[config.mk]
export PLATFORM = sky130hd
export DESIGN_NAME = zlib_stored_block_framer
export DESIGN_NICKNAME = d
export VERILOG_FILES = /design/src/design/zsf_pkg.sv /design/src/design/zsf_front.sv /design/src/design/zsf_queue.sv /design/src/design/zsf_back.sv /design/src/design/zlib_stored_block_framer.sv
export SDC_FILE = /design/constraint.sdc
export NUM_CORES = 1
export LEC_CHECK = 0
export ABC_AREA = 1
export BUFFER_PORTS_ARGS = -buffer_cell sky130_fd_sc_hd__buf_2
export CAP_MARGIN = 20
export CORE_MARGIN = 3
export CORE_UTILIZATION = 30
export DETAILED_ROUTE_END_ITERATION = 12
export HOLD_SLACK_MARGIN = 0.1
export SLEW_MARGIN = 25
export SYNTH_ARGS = -nofsm -noshare
export SYNTH_HDL_FRONTEND = slang
export SYNTH_SLANG_ARGS = --single-unit
[constraint.sdc]
create_clock -name clk -period 7 [get_ports clk]
set_input_delay 1.05 -clock clk [delete_from_list [all_inputs] [get_ports clk]]
set_output_delay 1.05 -clock clk [all_outputs]
set_load 0.02 [all_outputs]
[src/design/zsf_pkg.sv]
// ----------------------------------------------------------------------------
// zsf_pkg
// Shared types and constants for the zlib stored-block framer.
// ----------------------------------------------------------------------------
package zsf_pkg;

  // Largest stored deflate block
  localparam int unsigned MAX_BLOCK = 65535;
  localparam int unsigned BLK_W     = 16;

  // Adler-32 modulus
  localparam logic [16:0] ADLER_MOD = 17'd65521;

  // zlib header bytes
  localparam logic [7:0] ZLIB_CMF = 8'h78;
  localparam logic [7:0] ZLIB_FLG = 8'h01;

  // Bound slack added to the worst-case length (zlib header plus trailer and more)
  localparam logic [32:0] BOUND_SLACK = 33'd19;

  // Configuration register indexes
  localparam logic CFG_STREAM_LENGTH   = 1'b0;
  localparam logic CFG_OUTPUT_CAPACITY = 1'b1;

  // Input op codes
  localparam logic OP_START = 1'b0;
  localparam logic OP_DATA  = 1'b1;

  // Command queue depth
  localparam int unsigned QDEPTH = 4;
  localparam int unsigned QPTR_W = $clog2(QDEPTH);
  localparam int unsigned QCNT_W = $clog2(QDEPTH + 1);

  // Sequencer step counter width (up to ten bytes per command)
  localparam int unsigned STEP_W = 4;

  // Payload widths
  localparam int unsigned CNT_W = 33;

  typedef enum logic [1:0] {
    CMD_ERROR = 2'd0,
    CMD_HEAD  = 2'd1,
    CMD_DATA  = 2'd2
  } cmd_kind_t;

  // One classified input item, expanded into bytes by the back end
  typedef struct packed {
    cmd_kind_t         kind;
    logic              hdr;    // data: block header goes first
    logic              trail;  // Adler-32 trailer follows
    logic              fin;    // block header: final flag
    logic [BLK_W-1:0]  blk;    // block header: LEN
    logic [7:0]        data;   // data: source byte
    logic [31:0]       adler;  // trailer value
  } cmd_t;

endpackage

[src/design/zsf_front.sv]
// ----------------------------------------------------------------------------
// zsf_front
// Accepts input beats, tracks stream and block state, runs the Adler-32
// sums and pushes one command per result-bearing beat into the queue.
// ----------------------------------------------------------------------------
module zsf_front (
  input  logic                 clk,
  input  logic                 rst,
  // config
  input  logic                 cfg_we,
  input  logic                 cfg_index,
  input  logic [31:0]          cfg_data,
  // input beat
  input  logic                 in_fire,
  input  logic                 in_op,
  input  logic [7:0]           in_byte,
  // queue push
  output logic                 push,
  output zsf_pkg::cmd_t        push_cmd
);

  logic [31:0]               stream_length;
  logic [31:0]               output_capacity;
  logic [32:0]               bound;
  logic [31:0]               bytes_left;
  logic [zsf_pkg::BLK_W-1:0] block_left;
  logic [15:0]               sum_low;
  logic [15:0]               sum_high;
  logic                      active;

  logic [32:0]               bound_new;
  logic [zsf_pkg::BLK_W-1:0] blk;
  logic                      blk_full;
  logic [16:0]               low_add;
  logic [15:0]               low_new;
  logic [16:0]               high_add;
  logic [15:0]               high_new;
  logic                      last_byte;
  logic                      fail;

  // Worst-case output bound, worked out when the length is written
  assign bound_new = {1'b0, cfg_data} + {13'd0, cfg_data[31:12]}
                   + {15'd0, cfg_data[31:14]} + {26'd0, cfg_data[31:25]}
                   + zsf_pkg::BOUND_SLACK;

  always_ff @(posedge clk) begin
    if (rst) begin
      stream_length   <= '0;
      output_capacity <= '0;
      bound           <= zsf_pkg::BOUND_SLACK;
    end else if (cfg_we) begin
      if (cfg_index == zsf_pkg::CFG_STREAM_LENGTH) begin
        stream_length <= cfg_data;
        bound         <= bound_new;
      end else if (cfg_index == zsf_pkg::CFG_OUTPUT_CAPACITY) begin
        output_capacity <= cfg_data;
      end
    end
  end

  // Block length and Adler update for a data byte
  assign blk_full  = bytes_left > 32'(zsf_pkg::MAX_BLOCK);
  assign blk       = blk_full ? zsf_pkg::BLK_W'(zsf_pkg::MAX_BLOCK)
                              : bytes_left[zsf_pkg::BLK_W-1:0];
  assign low_add   = {1'b0, sum_low} + {9'd0, in_byte};
  assign low_new   = (low_add >= zsf_pkg::ADLER_MOD) ? 16'(low_add - zsf_pkg::ADLER_MOD)
                                                     : low_add[15:0];
  assign high_add  = {1'b0, sum_high} + {1'b0, low_new};
  assign high_new  = (high_add >= zsf_pkg::ADLER_MOD) ? 16'(high_add - zsf_pkg::ADLER_MOD)
                                                      : high_add[15:0];
  assign last_byte = bytes_left == 32'd1;
  assign fail      = {1'b0, output_capacity} < bound;

  // Command build
  always_comb begin
    push     = 1'b0;
    push_cmd = '0;
    if (in_fire) begin
      if (in_op == zsf_pkg::OP_START) begin
        push           = 1'b1;
        push_cmd.kind  = fail ? zsf_pkg::CMD_ERROR : zsf_pkg::CMD_HEAD;
        push_cmd.trail = !fail && (stream_length == 32'd0);
        push_cmd.adler = 32'd1;
      end else if (active) begin
        push           = 1'b1;
        push_cmd.kind  = zsf_pkg::CMD_DATA;
        push_cmd.hdr   = block_left == '0;
        push_cmd.trail = last_byte;
        push_cmd.fin   = !blk_full;
        push_cmd.blk   = blk;
        push_cmd.data  = in_byte;
        push_cmd.adler = {high_new, low_new};
      end
    end
  end

  // Stream state
  always_ff @(posedge clk) begin
    if (rst) begin
      bytes_left <= '0;
      block_left <= '0;
      sum_low    <= 16'd1;
      sum_high   <= '0;
      active     <= 1'b0;
    end else if (in_fire) begin
      if (in_op == zsf_pkg::OP_START) begin
        bytes_left <= stream_length;
        block_left <= '0;
        sum_low    <= 16'd1;
        sum_high   <= '0;
        active     <= !fail && (stream_length != 32'd0);
      end else if (active) begin
        bytes_left <= bytes_left - 32'd1;
        block_left <= ((block_left == '0) ? blk : block_left) - zsf_pkg::BLK_W'(1);
        sum_low    <= low_new;
        sum_high   <= high_new;
        active     <= !last_byte;
      end
    end
  end

endmodule

[src/design/zsf_queue.sv]
// ----------------------------------------------------------------------------
// zsf_queue
// Small command FIFO between the front and back ends.
// ----------------------------------------------------------------------------
module zsf_queue (
  input  logic          clk,
  input  logic          rst,
  input  logic          push,
  input  zsf_pkg::cmd_t push_cmd,
  output logic          full,
  input  logic          pop,
  output logic          head_valid,
  output zsf_pkg::cmd_t head_cmd
);

  zsf_pkg::cmd_t               mem [zsf_pkg::QDEPTH];
  logic [zsf_pkg::QPTR_W-1:0]  wr_ptr;
  logic [zsf_pkg::QPTR_W-1:0]  rd_ptr;
  logic [zsf_pkg::QCNT_W-1:0]  count;
  logic                        do_push;
  logic                        do_pop;

  assign full       = count == zsf_pkg::QCNT_W'(zsf_pkg::QDEPTH);
  assign head_valid = count != '0;
  assign head_cmd   = mem[rd_ptr];
  assign do_push    = push && !full;
  assign do_pop     = pop && head_valid;

  // Storage
  always_ff @(posedge clk) begin
    if (do_push) begin
      mem[wr_ptr] <= push_cmd;
    end
  end

  // Pointers and fill count
  always_ff @(posedge clk) begin
    if (rst) begin
      wr_ptr <= '0;
      rd_ptr <= '0;
      count  <= '0;
    end else begin
      if (do_push) begin
        wr_ptr <= wr_ptr + zsf_pkg::QPTR_W'(1);
      end
      if (do_pop) begin
        rd_ptr <= rd_ptr + zsf_pkg::QPTR_W'(1);
      end
      if (do_push && !do_pop) begin
        count <= count + zsf_pkg::QCNT_W'(1);
      end else if (!do_push && do_pop) begin
        count <= count - zsf_pkg::QCNT_W'(1);
      end
    end
  end

endmodule

[src/design/zsf_back.sv]
// ----------------------------------------------------------------------------
// zsf_back
// Expands the head command into output bytes, one per cycle while the output
// is not stalled, keeps the running byte count and holds the output register.
// ----------------------------------------------------------------------------
module zsf_back (
  input  logic                       clk,
  input  logic                       rst,
  input  logic                       head_valid,
  input  zsf_pkg::cmd_t              head_cmd,
  output logic                       pop,
  output logic                       out_valid,
  input  logic                       out_ready,
  output logic [7:0]                 out_byte,
  output logic                       out_status,
  output logic                       out_run_end,
  output logic                       out_stream_end,
  output logic [zsf_pkg::CNT_W-1:0]  out_total
);

  logic [zsf_pkg::STEP_W-1:0] step;
  logic [zsf_pkg::CNT_W-1:0]  written_count;

  logic                       load;
  logic [zsf_pkg::STEP_W-1:0] len_a;
  logic [zsf_pkg::STEP_W-1:0] len_ab;
  logic [zsf_pkg::STEP_W-1:0] total;
  logic [zsf_pkg::STEP_W-1:0] t_idx;
  logic                       last;
  logic [7:0]                 byte_sel;
  logic [zsf_pkg::CNT_W-1:0]  count_sel;
  logic                       is_error;

  assign load     = head_valid && (!out_valid || out_ready);
  assign is_error = head_cmd.kind == zsf_pkg::CMD_ERROR;

  // Segment lengths: lead bytes, data byte, trailer
  always_comb begin
    len_a  = '0;
    len_ab = '0;
    case (head_cmd.kind)
      zsf_pkg::CMD_HEAD: begin
        len_a  = zsf_pkg::STEP_W'(2);
        len_ab = zsf_pkg::STEP_W'(2);
      end
      zsf_pkg::CMD_DATA: begin
        len_a  = head_cmd.hdr ? zsf_pkg::STEP_W'(5) : '0;
        len_ab = len_a + zsf_pkg::STEP_W'(1);
      end
      default: begin
        len_a  = zsf_pkg::STEP_W'(1);
        len_ab = zsf_pkg::STEP_W'(1);
      end
    endcase
    total = len_ab + (head_cmd.trail ? zsf_pkg::STEP_W'(4) : '0);
    t_idx = step - len_ab;
    last  = step == total - zsf_pkg::STEP_W'(1);
  end

  // Byte select for the current step
  always_comb begin
    byte_sel = '0;
    if (is_error) begin
      byte_sel = '0;
    end else if (step < len_a) begin
      if (head_cmd.kind == zsf_pkg::CMD_HEAD) begin
        byte_sel = (step == '0) ? zsf_pkg::ZLIB_CMF : zsf_pkg::ZLIB_FLG;
      end else begin
        case (step[2:0])
          3'd0:    byte_sel = {7'd0, head_cmd.fin};
          3'd1:    byte_sel = head_cmd.blk[7:0];
          3'd2:    byte_sel = head_cmd.blk[15:8];
          3'd3:    byte_sel = ~head_cmd.blk[7:0];
          default: byte_sel = ~head_cmd.blk[15:8];
        endcase
      end
    end else if (step < len_ab) begin
      byte_sel = head_cmd.data;
    end else begin
      case (t_idx[1:0])
        2'd0:    byte_sel = head_cmd.adler[31:24];
        2'd1:    byte_sel = head_cmd.adler[23:16];
        2'd2:    byte_sel = head_cmd.adler[15:8];
        default: byte_sel = head_cmd.adler[7:0];
      endcase
    end
  end

  // A start restarts the byte count; an error reports zero
  always_comb begin
    if (is_error) begin
      count_sel = '0;
    end else if (head_cmd.kind == zsf_pkg::CMD_HEAD && step == '0) begin
      count_sel = zsf_pkg::CNT_W'(1);
    end else begin
      count_sel = written_count + zsf_pkg::CNT_W'(1);
    end
  end

  assign pop = load && last;

  // Step counter and running count
  always_ff @(posedge clk) begin
    if (rst) begin
      step          <= '0;
      written_count <= '0;
    end else if (load) begin
      step          <= last ? '0 : step + zsf_pkg::STEP_W'(1);
      written_count <= count_sel;
    end
  end

  // Output register
  always_ff @(posedge clk) begin
    if (rst) begin
      out_valid <= 1'b0;
    end else if (load) begin
      out_valid <= 1'b1;
    end else if (out_ready) begin
      out_valid <= 1'b0;
    end
  end

  always_ff @(posedge clk) begin
    if (load) begin
      out_byte       <= byte_sel;
      out_status     <= is_error;
      out_run_end    <= last;
      out_stream_end <= is_error || (last && head_cmd.trail);
      out_total      <= count_sel;
    end
  end

endmodule

[src/design/zlib_stored_block_framer.sv]
// ----------------------------------------------------------------------------
// zlib_stored_block_framer
// Wraps a byte stream in a zlib container of stored deflate blocks with an
// Adler-32 trailer; checks the output capacity against the worst-case bound.
// ----------------------------------------------------------------------------
//  channel  | dir | tdata                                  | tuser                | tlast
//  s_*      | in  | [7:0] data_byte                        | [0] op               | -
//  m_*      | out | [7:0] out_byte, [40:8] total_bytes     | [0] status,          | run_end
//           |     |                                        | [1] stream_end       |
//  cfg_*    | in  | cfg_index 0 stream_length, 1 output_capacity, cfg_data 32 bits
//
//  One output beat per cycle from the back-end sequencer while m_tready holds:
//  a data beat yields one byte, plus five for a block header and four for the
//  trailer; a start yields two (six for an empty stream, one on error).
//  Input beats are taken every cycle while the four-entry command queue has room.
//  Reset (rst, synchronous) clears the queue, the stream state and the output.
//  Output stalls back up through the queue to s_tready only.
// ----------------------------------------------------------------------------
module zlib_stored_block_framer (
  input  logic        clk,
  input  logic        rst,
  input  logic        cfg_we,
  input  logic        cfg_index,
  input  logic [31:0] cfg_data,
  input  logic        s_tvalid,
  output logic        s_tready,
  input  logic [7:0]  s_tdata,   // [7:0] data_byte
  input  logic [0:0]  s_tuser,   // [0] op
  output logic        m_tvalid,
  input  logic        m_tready,
  output logic [47:0] m_tdata,   // [7:0] out_byte, [40:8] total_bytes, zero pad
  output logic [1:0]  m_tuser,   // [0] status, [1] stream_end
  output logic        m_tlast    // run_end
);

  logic                       in_fire;
  logic                       push;
  zsf_pkg::cmd_t              push_cmd;
  logic                       full;
  logic                       pop;
  logic                       head_valid;
  zsf_pkg::cmd_t              head_cmd;
  logic [7:0]                 out_byte;
  logic                       out_status;
  logic                       out_stream_end;
  logic [zsf_pkg::CNT_W-1:0]  out_total;

  assign s_tready = !full;
  assign in_fire  = s_tvalid && s_tready;

  // Front end: classify beats
  zsf_front u_front (
    .clk       (clk),
    .rst       (rst),
    .cfg_we    (cfg_we),
    .cfg_index (cfg_index),
    .cfg_data  (cfg_data),
    .in_fire   (in_fire),
    .in_op     (s_tuser[0]),
    .in_byte   (s_tdata),
    .push      (push),
    .push_cmd  (push_cmd)
  );

  // Command queue
  zsf_queue u_queue (
    .clk        (clk),
    .rst        (rst),
    .push       (push),
    .push_cmd   (push_cmd),
    .full       (full),
    .pop        (pop),
    .head_valid (head_valid),
    .head_cmd   (head_cmd)
  );

  // Back end: byte sequencer
  zsf_back u_back (
    .clk            (clk),
    .rst            (rst),
    .head_valid     (head_valid),
    .head_cmd       (head_cmd),
    .pop            (pop),
    .out_valid      (m_tvalid),
    .out_ready      (m_tready),
    .out_byte       (out_byte),
    .out_status     (out_status),
    .out_run_end    (m_tlast),
    .out_stream_end (out_stream_end),
    .out_total      (out_total)
  );

  assign m_tdata = {7'd0, out_total, out_byte};
  assign m_tuser = {out_stream_end, out_status};

endmodule

; Yosys cells after proc, flatten, opt, wreduce, memory -nomap -nowiden
; Memory sizes are Yosys's and may differ from the RTL's. A register that Yosys moved wholly into a read port is not among the register bits.
; Index checks and enable logic that the tools add are counted.
[totals]
reg_bits = 267
mem_bits_rw = 244
inputBits = 47
out_inout_bits = 53
wordCells = 139
n_memories = 1
[op_classes]
add_sub_neg = 20
order_cmp = 6
eq_ne = 11
mux = 46
n_bitwise = 3
n_reduce_logical = 33
[mem_list]
columns = name, depth, word_bits, rd, rd_ports_with_merged_regs, write_ports, line
row1 = u_queue.mem, 4, 61, 1, 1, 1, zsf_queue.sv:16  ; zsf_pkg::cmd_t mem [zsf_pkg::QDEPTH];
[ops]
columns = operator, n
row1 = two-way mux 16 bit, 10
row2 = two-way mux 61 bit, 2
row3 = two-way mux 32 bit, 3
row4 = two-way mux 33 bit, 2
row5 = greater-or-equal comparator 17 x 16 -> 1 bit (second input constant), 2
row6 = adder 32 x 20 -> 33 bit, 1
row7 = adder 33 x 1 -> 33 bit (second input constant), 1
row8 = adder 33 x 18 -> 33 bit, 1
row9 = adder 33 x 5 -> 33 bit (second input constant), 1
row10 = adder 33 x 7 -> 33 bit, 1
row11 = < comparator 32 x 33 -> 1 bit, 1
row12 = equality test 32 x 1 -> 1 bit (second input constant), 1
row13 = greater-than comparator 32 x 16 -> 1 bit (second input constant), 1
row14 = zero test 32 bit, 1
row15 = one-hot mux 8 bit (4 select lines), 1
row16 = nonzero test 32 bit, 1
row17 = subtractor 16 bit (second input constant), 2
row18 = subtractor 32 x 1 -> 32 bit (second input constant), 1
row19 = two-way mux 25 bit, 1
row20 = two-way mux 8 bit, 3
row21 = one-hot mux 8 bit (3 select lines), 1
row22 = adder 16 x 16 -> 17 bit, 1
row23 = adder 16 x 8 -> 17 bit, 1
row24 = zero test 16 bit, 1
row25 = 33 further kinds, 78

; Depth between registers and ports, before layout
; Gate-level depths: netlist (run 1).
[depth]
depth_word = 11
depth_mapped = 39

; Hierarchy
; From an unflattened synthesis (run 1), not the netlist that was laid out.
[hier_totals]
hier_cells = 3599
area_unflattened_um2 = 29549.6
[modules_own_cells]
columns = module, n_inst, cells_each, area_per_inst_um2, seq_area_each_um2
row1 = zsf_front, 1, 2181, 14267.4, 3563.4
row2 = zsf_queue, 1, 658, 10118.5, 7507.2
row3 = zsf_back, 1, 747, 5078.6, 2082.0
row4 = zlib_stored_block_framer, 1, 13, 85.1, 0.0

; Worst setup path after synthesis (run 1)
; OpenSTA, ideal clock, no wires.
[synth_path]
kind = input to register
from = input s_tdata[0]
to = memory u_queue.mem[0][30] (netlist name), data pin
arrival_time_ns = 5.294
setup_slack_ns = 1.448
cell_stages = 33
path_buffers = 2
cell_sequence = ha_1 -> fa_1 -> xnor2_1 -> inv_1 -> nor3_1 -> nand2_1 -> nand2_1 -> nor2_1 -> nand3_1 -> nor2_1 -> nand3_1 -> buf_2 -> nand4_1 -> and2_1 -> inv_1 -> ha_1 -> inv_1 -> fa_1 -> inv_2 -> nand3_1 -> nand2_1 -> nand2_1 -> nand2_1 -> nand2_1 -> nor2_4 -> nand3_2 -> nor2_4 -> nand3_4 -> nand3_4 -> buf_4 -> nand3_1 -> nand3_2 -> inv_1
[synth_rtl]
columns = element, line
row1 = start: declaration, zlib_stored_block_framer.sv:27  ; input logic [7:0] s_tdata,
row2 = end: declaration, zsf_queue.sv:16

==> key figures, run 1 <==
Yosys
  – Number of enable flip-flop cells after synthesis: 288
  – Synth top area cells: edfxtp_1, dfxtp_1, nand2_1, ha_1, inv_1
  – Main synth FF type: edfxtp_1
  – FF+latch count, synth: 513
  – Most common cell in the netlist: nand2_1
  – Syn avg cell area: 8.282 um2
  – Simple-Gate Fraction of Synth Area: 21.78%
  – Synth Area in Compound Gates: 13.95%
  – Mux share of post-synthesis cell area: 0%
  – Post-synth top area cell: edfxtp_1
  – Adder-cell area share of the yosys netlist: 8.453%
  – Unique cell type count in the Yosys netlist: 70
  – Sequential area share after synthesis: 46.67%
  – Gate Count Post-Synth: 3,403
  – Synthesized area: 28,180 um2
  – Commonest cells post-synth: nand2_1, inv_1, nor2_1
  – Largest family of logic cells by synthesized area: simple AND/OR/NAND/NOR gates
  – FFs w/ async S/R, synth: 0%
  – Xor/xnor share of the synthesized area: 1.514%
  – Synth top area share: 30.69%
  – Synth warn: 0

Clock tree
  – Post_cts resized: 0
  – Setup Buffers After CTS: 0
  – # H-tree levels: 2
  – CTS tree: yes
  – Cts bufs inserted: 55
  – Clk_lat worst skew: 0.64 ns
  – CTS Buffer Depth: 3
  – Clk pin slew, worst setup/hold paths: 0.06 ns
  – Hold buffers post-CTS: 0
  – CTS sink count: 513
  – CTS root buf: clkbuf_16

Timing
  – Final hold vios: 0
  – Rel. slew slack: 34.01%
  – Final Skew: 0.03136 ns
  – RSZ-0062 raised after global routing: no
  – Period utilization: 81.27%
  – Max Fclk: 175.8 MHz
  – Min Tclk post-route: 5.689 ns
  – Fin Hold WS: 0.4641 ns
  – TNS Setup: 0 ns
  – Number of max-slew violations in the final report: 0
  – Final setup fails: 0
  – Slew @ Worst Pin: 0.9899 ns

Route
  – Post-DRT Antenna Nets: 0
  – Avg WL per Cell: 16.06 um
  – Via density: 4.825
  – DR top layer: met5
  – DRT iter0 DRCs: 1,501
  – Final wirelength: 76.14 mm
  – Routed wl met3: 4.022 mm
  – DRC violations left: 0
  – Pre-antenna DRT Iters: 8
  – DRT met1 WL: 35.25 mm
  – Vias: 22.88k
  – Routed wl met2: 34.47 mm

Run status
  – Status: finished, final reports clean

Power and ir drop
  – Sw Ratio: 38.32%
  – PwrDens: 345.8 nW/um2
  – Clk pwr share: 29.0%
  – Net Switching: 4232 uW
  – Worst vdd ir: 0.2954 mV
  – Comb pwr share: 35.4%
  – Leakage: 0.01352 uW
  – Cell internal pwr: 6813 uW
  – Sequential power share: 35.6%

Floorplan
  – Row count: 111
  – Core region area: 92,360 um2
  – Die ar.: 97,660 um2
  – IO Pins: 100
  – Chip height: 312.5 um
  – Die width: 312.5 um
  – Initial core utilization: 30.52%

GRT
  – Total gr overflow: 0
  – Initial antenna violation count: 4
  – First-pass GRT wire length: 120.0 mm
  – Pin count of the biggest net entering global routing: 93
  – Total track usage: 15.23%
  – Vias in the first global route: 21.52k

Worst setup path
  – Worst flop-to-flop path startpoint: u_front.sum_low[0]
  – Max FO, Critical Path: 10
  – CP startpoint: s_tdata[0]
  – Arr. time, crit path: 6.05 ns
  – Crit Path Category: input port to flop
  – Worst Path Required: 7.36 ns
  – CP Capture Type: flop
  – Worst setup SP type: input port

Placed design
  – RePlAce Congestion: 0.8763
  – IO buf count: 92
  – Dpl hpwl: 53.41 mm

Finish
  – Fin nets: 3,671
  – Share of cells above drive strength 1: 8.834%
  – Layout area overhead: 13.34%
  – N_diodes: 0

Hold path
  – Hold crit path type: flop to flop
  – HP Start: u_front.block_left[12]

Job
  – Max cap viols: 0
==> worst max-delay path: stages <==
cell     delay, ns
buf_2         0.18
ha_1          0.25
fa_1          0.41
xnor2_1       0.32
inv_1         0.11
nor3_1        0.25
nand2_1       0.09
nand2_1       0.13
nor2_1        0.06
nand3_1       0.09
nor2_1        0.06
nand3_1       0.15
nand3_2       0.22
nand2_1       0.13
and2_1        0.12
inv_1         0.04
ha_1          0.21
inv_1         0.08
fa_1          0.48
ha_1          0.27
nand2_1       0.10
nand3_1       0.09
nor3_1        0.43
nand2_1       0.14
nor3_1        0.23
nand3_1       0.13
nand3_2       0.12
inv_1         0.09
==> logic make-up (layout without fill, tap and decap cells) <==
logic type | count (synthesis) | after routing
flip-flops | 513 | 513
AO/OA/AOI/OAI | 694 | 694
XOR/XNOR | 47 | 47
other | 1 | 7
buffers and inverters | 554 | 643
adder cells (fa/ha/maj) | 173 | 173
AND/OR/NAND/NOR | 1421 | 1421
==> power groups by stage <==
stage	logic [uW]	clock network [uW]	registers, uW
after floorplan	2540	0	4120
after global placement	3890	0	3990
after detailed placement	3920	0	4000
after CTS	3940	3280	3940
after global routing	4400	3400	3980
final	3910	3210	3930
==> state kept, by name, summed over array words and instances, names as in the netlist, 2 cells and up, named ones only <==
name / count
u_front.stream_length: 32
u_front.sum_low: 16
u_back.step: 4
u_back.out_byte: 8
u_queue.count: 3
u_front.bound: 33
u_queue.rd_ptr: 2
u_front.block_left: 16
u_front.output_capacity: 32
u_queue.mem: 244
u_front.bytes_left: 32
u_back.out_total: 33
u_back.written_count: 33
u_front.sum_high: 16
u_queue.wr_ptr: 2
==> routing by layer <==
layer  track usage (%)  vias to the layer above
met1             21.14                    10610
li1                  -                    11590
met2             24.47                      540
met4             4.888                        6
met3             2.122                      130
met5                 0                        -
==> final timing paths <==
path	end	slack [ns]	cells after the start
hold reg to reg	u_front.block_left[12]	0.46	2
hold / removal	u_front.block_left[12]	0.46	2
setup / recovery	u_queue.mem[0][30]	1.31	28
setup reg to reg	u_queue.mem[0][30]	1.65	27
==> per-stage QoR <==
step / total power, uW / cells / utilization, % / instance area [um2] / setup WS [ns]
global route: 11770 / 4741 / 34.59 / 31940 / 0.8150
detailed placement: 7915 / 4636 / 32.39 / 29920 / 0.7352
global placement: 7889 / 4636 / 32.39 / 29920 / 0.7629
floorplan: 6657 / 3409 / - / 28210 / 1.448
finish: 11050 / 4741 / 34.59 / 31940 / 1.311
CTS: 11160 / 4740 / 34.57 / 31920 / 1.408
==> cell type report <==
cell class	count	area, um2
fillers	9490	60410
clock buffers	70	1483
repair buffers	118	669.4
inverters	421	1583
clock inverters	34	525.5
flip-flops and latches	513	13160
well taps	1243	1555
multi-input cells	2342	12970
==> cells in the final DEF (no fill, tap or decap), types with 91 or more instances in the layout <==
cell	Yosys	layout
o21ai_0	271	271
nor2_1	387	380
buf_2	8	91
nand3_1	179	179
inv_1	400	397
nand2_1	664	664
ha_1	144	144
dfxtp_1	225	224
edfxtp_1	288	288
a21oi_1	242	242
Note: power is estimated with default switching activity, not from simulation.
==> inputs of run 2 (changes only) <==
==> constraint.sdc (replaced) <==
create_clock -name clk -period 5.7 [get_ports clk]
set_input_delay 0.855 -clock clk [delete_from_list [all_inputs] [get_ports clk]]
set_output_delay 0.855 -clock clk [all_outputs]
set_load 0.02 [all_outputs]
==> run 2 against run 1 <==
Net effect:
- die area unchanged
- non-clock buffer count is 24 higher
- first-iteration DRC count up 20%
- setup slack lost 0.76 ns
- via count is 0.88% higher
- hold slack about the same
- clock skew is 0.0037 ns higher
- clock power up 23%
- wire length up 1.6%
- sequential power increased by 23%
==> key figures, run 2 (synthesis results as in run 1) <==
Timing
  – Final hold vios: 0 (unchanged)
  – Final Skew: 0.03505 ns (+0.003696 ns)
  – Final setup fails: 0 (unchanged)
  – Slew @ Worst Pin: 1.023 ns (+0.03331 ns)
  – Fin Hold WS: 0.4644 ns (+0.0003080 ns)
  – Min Tclk post-route: 5.151 ns
  – Period utilization: 90.36%
  – RSZ-0062 raised after global routing: no
  – Rel. slew slack: 31.37% (-2.6 points)
  – Max Fclk: 194.2 MHz
  – Number of max-slew violations in the final report: 0 (unchanged)

Job
  – Max cap viols: 0 (unchanged)

Route
  – DRT iter0 DRCs: 1,807 (+20%)
  – DRC violations left: 0 (unchanged)
  – Vias: 23.08k (+0.88%)
  – Pre-antenna DRT Iters: 5 (-3)
  – Final wirelength: 77.36 mm (+1.6%)
  – Avg WL per Cell: 16.23 um (+1.1%)
  – Post-DRT Antenna Nets: 0 (unchanged)
  – Via density: 4.841 (+0.33%)

Finish
  – N_diodes: 0 (unchanged)
  – Fin nets: 3,696 (+0.68%)
  – Share of cells above drive strength 1: 9.563% (+0.73 points)
  – Max reg flops: 244 (unchanged)
  – Reg with most FFs: u_queue.mem
  – Fillers: 9,502 (+0.13%)
  – Commonest non-fill, non-tap cells in the layout: nand2_1, inv_1, nor2_1, edfxtp_1, o21ai_0
  – Util after Layout: 34.80% (+0.22 points)
  – Layout area overhead: 14.06%
  – Most common cell after layout, fill and taps aside: nand2_1

Clock tree
  – # H-tree levels: 2 (unchanged)
  – CTS sink count: 513 (unchanged)
  – Setup Buffers After CTS: 0 (unchanged)
  – CTS tree: yes
  – Post_cts resized: 0 (unchanged)
  – CTS Buffer Depth: 3 (unchanged)
  – Cts bufs inserted: 56 (+1.8%)
  – Clk_lat worst skew: 0.64 ns (about the same)
  – Hold buffers post-CTS: 0 (unchanged)
  – Clk pin slew, worst setup/hold paths: 0.06 ns (about the same)
  – CTS root buf: clkbuf_16

Worst setup path
  – Max FO, Critical Path: 26 (+16)
  – Worst Path Required: 6.06 ns (-1.30 ns)
  – Worst flop-to-flop path startpoint: u_front.sum_low[0]
  – Crit-path slowest cell: fa_1
  – Worst r2r dst: u_queue.mem[2][26]
  – CP Capture Type: flop
  – Worst setup SP type: input port
  – Reg-to-reg slack, setup: 0.64 ns (-1.01 ns)
  – Largest stage delay on the critical path: 0.43 ns (-0.05 ns)
  – Crit Path Category: input port to flop
  – Dominant cell type by count on the critical path: nand2_1
  – Worst r2r path cells: 34 (+26%)
  – Arr. time, crit path: 5.51 ns (-0.54 ns)

Power and ir drop
  – Leakage: 0.01364 uW (+0.91%)
  – PwrDens: 423.1 nW/um2 (+22%)
  – Worst vdd ir: 0.3570 mV (+21%)

Hold path
  – Min-Delay Endpoint: u_front.block_left[10]
  – Hold Crit Depth: 2 (unchanged)
  – Hold crit path type: flop to flop
  – HP Start: u_front.block_left[10]

GRT
  – Initial antenna violation count: 3 (-1)
  – Vias in the first global route: 21.83k (+1.4%)
  – Pin count of the biggest net entering global routing: 93 (unchanged)
  – Total gr overflow: 0 (unchanged)
  – Total track usage: 15.38% (+0.15 points)
  – First-pass GRT wire length: 121.5 mm (+1.3%)

Run status
  – Status: finished, final reports clean

Floorplan
  – Core region area: 92,360 um2 (unchanged)
  – IO Pins: 100 (unchanged)
  – Die width: 312.5 um (unchanged)
  – Initial core utilization: 30.52% (unchanged)
  – Chip height: 312.5 um (unchanged)
  – Die ar.: 97,660 um2 (unchanged)
  – Row count: 111 (unchanged)

Placed design
  – RePlAce Congestion: 0.8690 (-0.83%)
  – IO buf count: 92 (unchanged)
  – Dpl hpwl: 53.93 mm (+0.98%)
==> run 2: cell count changes in the layout (fill, tap and decap cells not counted), sizes merged <==
cell / change
buf: +24
bufinv: -2
clkbuf: +2
clkinv: +1
inv: +1
==> run 2: power breakdown <==
group          total [uW]  internal, uW  switching [uW]  leakage, uW
clock network        3940          2340            1610     0.000977
registers            4840          4550             286      0.00455
logic                4820          1450            3360      0.00811
total               13600          8340            5260       0.0136
==> run 2: how the worst max path moves through the flow <==
| stage | from | depth (start not counted) | slack, ns | endpoint |
|---|---|---|---|---|
| 6_report | s_tdata[0] | 35 | 0.55 | u_queue.mem[2][26] |
| 4_1_cts | s_tdata[0] | 33 | 0.66 | u_queue.mem[2][26] |
| 2_1_floorplan | s_tdata[0] | 33 | 0.34 | u_queue.mem[0][30] |
| 3_5_place_dp | s_tdata[0] | 33 | -0.01 | u_queue.mem[0][26] |
| 3_3_place_gp | s_tdata[0] | 35 | 0.09 | u_queue.mem[1][26] |
| 5_1_grt | s_tdata[0] | 32 | 0.08 | u_queue.mem[2][26] |
==> run 2: layout make-up <==
type / instances / area (um2) / share of cell area (%)
clock buffers: 72 / 1531 / 4.764
repair buffers: 142 / 842.1 / 2.620
clock inverters: 34 / 504.2 / 1.569
multi-input cells: 2342 / 12970 / 40.35
flip-flops and latches: 513 / 13160 / 40.93
well taps: 1243 / 1555 / 4.838
inverters: 421 / 1584 / 4.928
==> run 2: layer usage <==
metal  vias to the layer above  track usage (%)  part of all wire (%)
met5                         -                0                 0.016
met4                         2            3.791                   2.1
met3                        87            1.770                   4.7
met2                       527            25.46                    46
met1                     10820            21.41                    47
li1                      11640                -                     -
==> run 2: worst max-delay path: cells and delay by family <==
kind / cells / cell delay (ns)
and+or+nand+nor: 26 / 2.93
adders and majority gates: 4 / 1.25
buffers and inverters: 5 / 0.47
==> run 2: through the flow <==
stage / setup TNS (ns) / total power [uW] / setup WS, ns / instance area [um2] / cells
after floorplan: 0 / 8176 / 0.3426 / 28210 / 3409
after global placement: 0 / 9677 / 0.09315 / 30100 / 4661
after detailed placement: -0.08020 / 9720 / -0.01251 / 30100 / 4661
after CTS: 0 / 13710 / 0.6567 / 32140 / 4767
after global routing: 0 / 14460 / 0.07692 / 32140 / 4767
final: 0 / 13600 / 0.5495 / 32140 / 4767
